### src/cpte_pkg.sv
`default_nettype none

package cpte_pkg;

   // cell store geometry: the cell index covers the whole store, no wrap needed
   localparam int CELL_W      = 10;
   localparam int CELL_COUNT  = 1 << CELL_W;

   // phase graph geometry, tied to the register layout
   localparam int PHASE_W         = 3;
   localparam int PHASE_COUNT     = 8;
   localparam int LINKS_PER_PHASE = 2;
   localparam int RATE_SLOTS      = 2;
   localparam int LINK_LIMIT      = (LINKS_PER_PHASE < RATE_SLOTS) ? LINKS_PER_PHASE : RATE_SLOTS;
   localparam int SLOT_W          = 5;
   localparam int TARGET_SHIFT_W  = 7;

   localparam int TIME_W  = 32;
   localparam int RATE_W  = 32;
   localparam int UNIF_W  = 32;
   localparam int PROD_W  = 64;

   // configuration register indexes
   localparam int CSR_IDX_W  = 3;
   localparam int CSR_DATA_W = 48;
   localparam logic [CSR_IDX_W-1:0] CSR_TIME_STEP      = 3'd0;
   localparam logic [CSR_IDX_W-1:0] CSR_LINK_COUNT     = 3'd1;
   localparam logic [CSR_IDX_W-1:0] CSR_LINK_TARGET    = 3'd2;
   localparam logic [CSR_IDX_W-1:0] CSR_TIMED_LINK     = 3'd3;
   localparam logic [CSR_IDX_W-1:0] CSR_DIVIDE_MASK    = 3'd4;
   localparam logic [CSR_IDX_W-1:0] CSR_REMOVE_MASK    = 3'd5;

   // 6.0 minutes in Q16.16
   localparam logic [TIME_W-1:0] TIME_STEP_RESET = 32'd393216;

   // 1.0 in the Q.40 product of Q16.16 and Q8.24
   localparam logic [PROD_W-1:0] FIXED_ONE = 64'h0000_0100_0000_0000;

   typedef struct packed {
      logic [TIME_W-1:0] time_step;
      logic [15:0]       link_count;
      logic [47:0]       link_target;
      logic [15:0]       timed_link;
      logic [7:0]        divide_mask;
      logic [7:0]        remove_mask;
   } cfg_type;

   typedef struct packed {
      logic [PHASE_W-1:0] phase;
      logic               moved;
      logic               divide;
      logic               remove;
      logic [TIME_W-1:0]  elapsed;
   } result_type;

endpackage

`default_nettype wire

### src/cpte_csr.sv
`default_nettype none

module cpte_csr
   import cpte_pkg::*;
(
   input  wire logic                  clock,
   input  wire logic                  reset,
   input  wire logic                  wr_en,
   input  wire logic [CSR_IDX_W-1:0]  wr_index,
   input  wire logic [CSR_DATA_W-1:0] wr_data,
   output cfg_type                    cfg
);

   cfg_type cfg_ff;
   cfg_type cfg_in;

   always_comb begin
      cfg_in = cfg_ff;
      if (wr_en) begin
         case (wr_index)
            CSR_TIME_STEP:      cfg_in.time_step      = wr_data[TIME_W-1:0];
            CSR_LINK_COUNT:     cfg_in.link_count     = wr_data[15:0];
            CSR_LINK_TARGET:    cfg_in.link_target    = wr_data[47:0];
            CSR_TIMED_LINK:     cfg_in.timed_link     = wr_data[15:0];
            CSR_DIVIDE_MASK:    cfg_in.divide_mask    = wr_data[7:0];
            CSR_REMOVE_MASK:    cfg_in.remove_mask    = wr_data[7:0];
            default:            cfg_in = cfg_ff;
         endcase
      end
   end

   always_ff @(posedge clock) begin
      if (reset) begin
         cfg_ff <= '{time_step: TIME_STEP_RESET, default: '0};
      end else begin
         cfg_ff <= cfg_in;
      end
   end

   assign cfg = cfg_ff;

endmodule

`default_nettype wire

### config.mk
export PLATFORM = sky130hd
export DESIGN_NAME = cpte_csr
export DESIGN_NICKNAME = d
export VERILOG_FILES = /design/src/cpte_pkg.sv /design/src/cpte_csr.sv
export SDC_FILE = /design/constraint.sdc
export NUM_CORES = 1
export LEC_CHECK = 0
export BUFFER_PORTS_ARGS = -buffer_cell sky130_fd_sc_hd__buf_2
export CAP_MARGIN = 10
export CORE_UTILIZATION = 45
export DETAILED_ROUTE_END_ITERATION = 16
export HOLD_SLACK_MARGIN = 0.08
export PLACE_DENSITY = 0.69
export SLEW_MARGIN = 20
export SYNTH_ARGS = -nofsm -noshare
export SYNTH_HDL_FRONTEND = slang
export SYNTH_SLANG_ARGS = --single-unit
### constraint.sdc
create_clock -name clock -period 1.5 [get_ports clock]
set_input_delay 0.075 -clock clock [delete_from_list [all_inputs] [get_ports clock]]
set_output_delay 0.075 -clock clock [all_outputs]
set_load 0.1 [all_outputs]
==> results of run 1 <==
[synth_stat cells]
cell type    n  area share (%)
nand2b_1   174              21
dfxtp_1    128              49
mux2i_1    128              25
clkbuf_1    20             1.4
buf_2       11             1.1
nor2_1       4            0.29
nand4bb_1    3            0.65
buf_4        2            0.29
nand4b_1     2            0.34
and4bb_2     1            0.24
buf_12       1            0.38
buf_6        1            0.22
nor4b_1      1            0.17
or4b_1       1            0.19
[cells in the final DEF (no fill, tap or decap), types with 2 or more instances in the layout]
| master | instances |
|---|---|
| clkinv_2 | 2 |
| nand2b_1 | 174 |
| buf_4 | 16 |
| dlygate4sd3_1 | 43 |
| clkbuf_1 | 6 |
| buf_12 | 4 |
| dfxtp_1 | 128 |
| nor2_1 | 4 |
| nand4bb_1 | 3 |
| clkbuf_8 | 2 |
| nand4b_1 | 2 |
| buf_2 | 180 |
| mux2i_1 | 128 |
| clkbuf_16 | 17 |
[kinds of logic (layout without fill, tap and decap cells)]
kind of cell	after synthesis	in the layout	share of synthesized area, %
AND/OR/NAND/NOR	186	186	22.8
flip-flops	128	128	49.2
other	0	1	0
multiplexers	128	128	24.6
buffers and inverters	35	270	3.39
[metal layers]
layer	global-route usage, %	up-vias	wire [um]
met2	37.5	132	6330
met3	7.94	35	813
met5	0	-	0
met4	13.4	0	448
li1	-	2016	-
met1	23.4	1912	5410
[path summary, 6_finish.rpt]
check / startpoint / end / depth (start not counted) / slack [ns]
min reg2reg: cfg[53] / cfg[53] / 2 / 0.47
max reg2reg: cfg[54] / cfg[54] / 2 / 0.85
max: wr_index[0] / cfg[125] / 5 / 0.11
min: wr_data[1] / cfg[81] / 3 / 0.10
[power breakdown]
part           total, uW  internal (uW)  switching (uW)  leakage, uW
Clock               3480           2140            1340     0.000239
Combinational       1170            362             810      0.00236
Sequential          3520           3480            38.6      0.00104
Total               8170           5980            2190      0.00363
[worst reg2reg max path, stage by stage (launching register included)]
cell and delay (ns):
dfxtp_1 0.33, nand2b_1 0.07, mux2i_1 0.17
[per-stage QoR]
| step | util (%) | power (uW) | cell area [sq um] | hold slack [ns] | setup slack (ns) |
|---|---|---|---|---|---|
| final | 65.3 | 8170 | 7240 | 0.101 | 0.106 |
| after global routing | 65.3 | 8470 | 7240 | 0.109 | 0.0436 |
| after detailed placement | 57.0 | 4670 | 6310 | 0.348 | 0.197 |
| after floorplan | - | 4420 | 5210 | 0.230 | 0.268 |
| after CTS | 65.2 | 8240 | 7230 | 0.103 | 0.0285 |
| after global placement | 57.0 | 4650 | 6310 | 0.337 | 0.280 |
[area by class of cell]
| cell class | instances | area [sq um] | area share (%) |
|---|---|---|---|
| sequential | 128 | 2560 | 35.4 |
| multi-input combinational | 314 | 2480 | 34.3 |
| timing repair buffer | 243 | 1530 | 21.2 |
| clock buffer | 25 | 475 | 6.57 |
| tap | 140 | 175 | 2.42 |
| clock inverter | 2 | 10.0 | 0.138 |
| antenna | 1 | 2.50 | 0.0346 |
[timing repair]
action / CTS / global route
endpoints found under the hold margin: 81 / 0
gates resized for setup: 0 / 1
hold buffers: 43 / 0
endpoints found under the setup margin: 0 / 1
==> results.ini, run 1 <==
[floorplan]
start_util_pct = 47.0
die_w_um = 110
dieArea_sq_um = 12000
die_height_um = 110
boundaryPins = 182
row_count = 38
core-area_sq_um = 11100

[global_route]
grt_max_degree = 50
grt_pass1_vias = 4137
antenna_found_initial = 1
grt_first_pass_wirelength_um = 19700
grt.overflow.total = 0
gr-usage-all-layers_pct = 22.1

[sta]
min_period_ns = 1.39
final.setup.tns_ns = 0
fmax_ghz = 0.717
drv_slew = 0
finalHoldViolations = 0
max_slew.worst_pin.slew_ns = 0.512
max-slew-margin-rel_pct = 66.1
clock_skew_ns = 0
rsz0062_at_grt = false
fin_crit_sh_pct = 93.0
setup_viol = 0

[power_and_ir_drop]
power_density_nw_per_um2 = 1130
max-vdd-ir-drop_uv = 837
p_leak_uw = 0.00363

[setup_path]
crit_buf_inv = 3
cp_top_family = buffers and inverters
worstSetupPathType = input port to flop
worstPathRequired_ns = 1.80
worstSetupStartpointType = input port
crit_fanout = 13
worst_path_max_delay_cell = dlygate4sd3_1
crit_path_cell_trace = dlygate4sd3_1 > buf_2 > or4b_1 > buf_4 > mux2i_1
worstPathArrival_ns = 1.69
end_kind = flop
max_stage_delay_ns = 0.57

[clocking]
post-cts-setup-buffers = 0
htreeDepth = 4
cts_tree = yes
numCtsBuffers = 17
cts_root_buf = clkbuf_16
cts.sinks = 128
clk_latency_ns = 0.42
clk_pin_slew_ns = 0.05
clockBufferDepth = 2

[placed_design]
place_congestion = 0.760
dpl.hpwl_um = 8820
placed_cells = 782
io_buffers = 181

[drt]
wl_um = 13000
vias = 4095
firstDrtPassIters = 6
avgRoutedWirePerCell_um = 15.2
antenna_left = 0
drt_first_iter_violations = 167
drcViolationCount = 0
via_per_inst = 4.80

[final_layout]
drive_gt1_share_pct = 31.3
largest_reg_flops = 128
final_cell_count_no_fill = 853
syn2layout_area_growth_pct = 39.1
nFillCells = 893
finalNetCount = 758

[job]
max-cap-violations = 0

[synth]
ys_types = 14
syn_inst = 477
synth_fp_nets = 531
ys_warn_count = 0
synth.cell_area_sq_um = 5210
avgSynthCellArea_sq_um = 10.9
ys_ff_latch = 128
synth.yosys.seq_area_share_pct = 49.2

[status]
status = finished clean

[hold_path]
hold_class = input port to flop

(Power assumes the default switching activity.)
==> inputs of run 2 (changes only) <==
--- a/config.mk
+++ b/config.mk
@@ -5,6 +5,7 @@
 export SDC_FILE = /design/constraint.sdc
 export NUM_CORES = 1
 export LEC_CHECK = 0
+export ABC_AREA = 1
 export BUFFER_PORTS_ARGS = -buffer_cell sky130_fd_sc_hd__buf_2
 export CAP_MARGIN = 10
 export CORE_UTILIZATION = 45
==> run 2 against run 1 <==
  * Maximum frequency is 4.3% lower
  * Setup slack worse by 0.063 ns
  * Final cell count rose by 32%
  * Register-to-register slack better by 0.06 ns
  * Combinational power rose by 51%
  * Worst hold slack gained 0.013 ns
  * Synthesized cell count increased by 59%
  * Sequential share of layout area down 0.43 points
  * Global-route usage increased by 4.0 points
  * Highest routed layer unchanged
==> results.ini, run 2 <==
[final_layout]
antenna_cells = 0
multiInputGateArea_sq_um = 2180
finalNetCount = 1027
largest_reg_flops = 128
final_cell_count_no_fill = 1126
seq_area_sq_um = 2560
layout.cells.most_common_list = 254 x nor2_1, 181 x buf_2, 137 x nand2_1, 128 x nand3_1, 128 x dfxtp_1
syn2layout_area_growth_pct = 41.9
final_common_cell = nor2_1
nFillCells = 994
stdcell_area_sq_um = 7330
drive_gt1_share_pct = 24.0

[drt]
drcViolationCount = 0
via_per_inst = 4.77
wl_um = 15100
firstDrtPassIters = 6
vias = 5372
avgRoutedWirePerCell_um = 13.4
antenna_left = 0
drt_first_iter_violations = 378

[clocking]
cts_root_buf = clkbuf_16
cts_resized = 0
clk_pin_slew_ns = 0.06
htreeDepth = 4
cts.sinks = 128
clockBufferDepth = 2
numCtsBuffers = 17
clk_latency_ns = 0.41
cts_tree = yes

[sta]
finalHoldViolations = 0
final.setup.tns_ns = 0
max-slew-margin-rel_pct = 65.5
fmax_ghz = 0.686
fin_ws_ns = 0.0429
min_period_ns = 1.46
fin_crit_sh_pct = 97.1
setup_viol = 0
clock_skew_ns = 0
max_slew.worst_pin.slew_ns = 0.521
rsz0062_at_grt = false
drv_slew = 0

[synth]
avgSynthCellArea_sq_um = 6.80
synth.yosys.seq_area_share_pct = 49.6
syn_inst = 759
synth_top_area_share_pct = 49.6
synth.cell_area_sq_um = 5160
ys_types = 11
synth_fp_nets = 813
ys_ff_latch = 128
yosysMostFrequentCell = nor2_1
synth_area_leaders = dfxtp_1 50%, nor2_1 19%, nand3_1 12%
synth_common_cells = 257 x nor2_1, 137 x nand2_1, 128 x dfxtp_1, 128 x nand3_1, 54 x inv_1
ys_warn_count = 0
ys.flop_type = dfxtp_1
synth_top_area_cell = dfxtp_1
synth-edff-count = 0
synth-async-reset-ratio_pct = 0

[status]
status = finished clean

[setup_path]
r2r-end = cfg[67]
worstSetupPathType = input port to flop
crit_fanout = 27
ff2ff_path_depth = 2
end_kind = flop
worstSetupStartpointType = input port
r2r_slack_ns = 0.91
worstReg2RegStart = cfg[67]
worstPathRequired_ns = 1.84
worstPathArrival_ns = 1.80

[power_and_ir_drop]
p_leak_uw = 0.00372
swShare_pct = 31.1
combPwrFrac_pct = 18.8
pwr-share-clk_pct = 43.1
p_total_uw = 9390
max-vdd-ir-drop_uv = 937
p_seq_share_pct = 38.1
power_density_nw_per_um2 = 1280
power.switching_uw = 2920
p_int_uw = 6470

[floorplan]
die_w_um = 109
boundaryPins = 182
row_count = 38
dieArea_sq_um = 11900
core-area_sq_um = 11000
start_util_pct = 46.8
die_height_um = 109

[placed_design]
io_buffers = 181
place_congestion = 0.808
dpl.hpwl_um = 9290
pre_cts_slack_ns = 0.407
dpl_cell_area_sq_um = 6260
placed_cells = 1046

[job]
max-cap-violations = 0

[hold_path]
worstHoldStart = wr_data[1]
min_path_cells = 5
hold_class = input port to flop
min_to = cfg[1]

[global_route]
grt.overflow.total = 0
grt_max_degree = 58
grt_pass1_vias = 4886
antenna_found_initial = 0
grt_first_pass_wirelength_um = 23600
gr-usage-all-layers_pct = 26.0

==> run 2: cell types whose count changed after synthesis, moves of 3 or more <==
cell | previous run | this run
nor2_1 | 4 | 257
buf_4 | 2 | 8
nand2b_1 | 174 | 0
clkbuf_1 | 20 | 7
buf_2 | 11 | 24
nand4bb_1 | 3 | 0
inv_1 | 0 | 54
nor2_2 | 0 | 5
nand3_1 | 0 | 128
buf_1 | 0 | 10
mux2i_1 | 128 | 0
nand2_1 | 0 | 137
==> run 2: area by class of cell <==
cell class	count	area share, %
sequential	128	35.0
multi-input combinational	527	29.7
timing repair buffer	244	22.0
clock buffer	20	6.23
inverter	55	2.85
tap	140	2.39
clock inverter	12	1.84
==> run 2: how the worst max path moves through the flow <==
stage / startpoint / endpoint / slack (ns) / depth (start not counted)
3_5_place_dp: wr_index[0] / cfg[27] / 0.41 / 6
4_1_cts: reset / cfg[66] / 0.13 / 6
2_1_floorplan: cfg[0] / cfg[0] / 0.29 / 2
6_report: reset / cfg[72] / 0.04 / 6
5_1_grt: reset / cfg[67] / 0.01 / 6
3_3_place_gp: wr_index[0] / cfg[29] / 0.42 / 6
==> run 2: power groups by stage <==
stage                     combinational, uW  clock (uW)  sequential (uW)
after global placement                 1660           0             3650
after CTS                              1760        4130             3580
final                                  1770        4040             3580
after global routing                   1880        4300             3590
after floorplan                         456           0             4500
after detailed placement               1660           0             3650
==> run 2: what timing repair did <==
action,4_1_cts,5_1_grt
endpoints found under the hold margin,74,0
endpoints found under the setup margin,0,0
hold buffers,48,0
buffers inserted,0,0
==> run 2: cells by family (layout without fill, tap and decap cells) <==
| family | after synthesis | count (layout) | share of synthesized area, % |
|---|---|---|---|
| AND/OR/NAND/NOR | 527 | 527 | 41.7 |
| flip-flops | 128 | 128 | 49.6 |
| buffers and inverters | 104 | 331 | 8.72 |
==> run 2: per-layer routing <==
metal / up-vias / part of all wire [%] / GRT usage, %
li1: 2752 / - / -
met1: 2371 / 43 / 31.4
met2: 213 / 46 / 41.9
met3: 36 / 8.1 / 7.35
met4: 0 / 3.2 / 13.9
met5: - / 0 / 0
==> run 2: critical path, stage by stage <==
cell           delay, ns
dlygate4sd3_1       0.54
buf_2               0.14
inv_4               0.25
nand2_1             0.11
dlygate4sd3_1       0.58
nor2_1              0.10
==> run 2: stage by stage <==
step           hold slack [ns]  util [%]
5_1_grt                  0.131      66.4
3_5_place_dp             0.314      56.7
4_1_cts                  0.107      66.4
2_1_floorplan            0.188         -
6_report                 0.114      66.4
3_3_place_gp             0.302      56.7
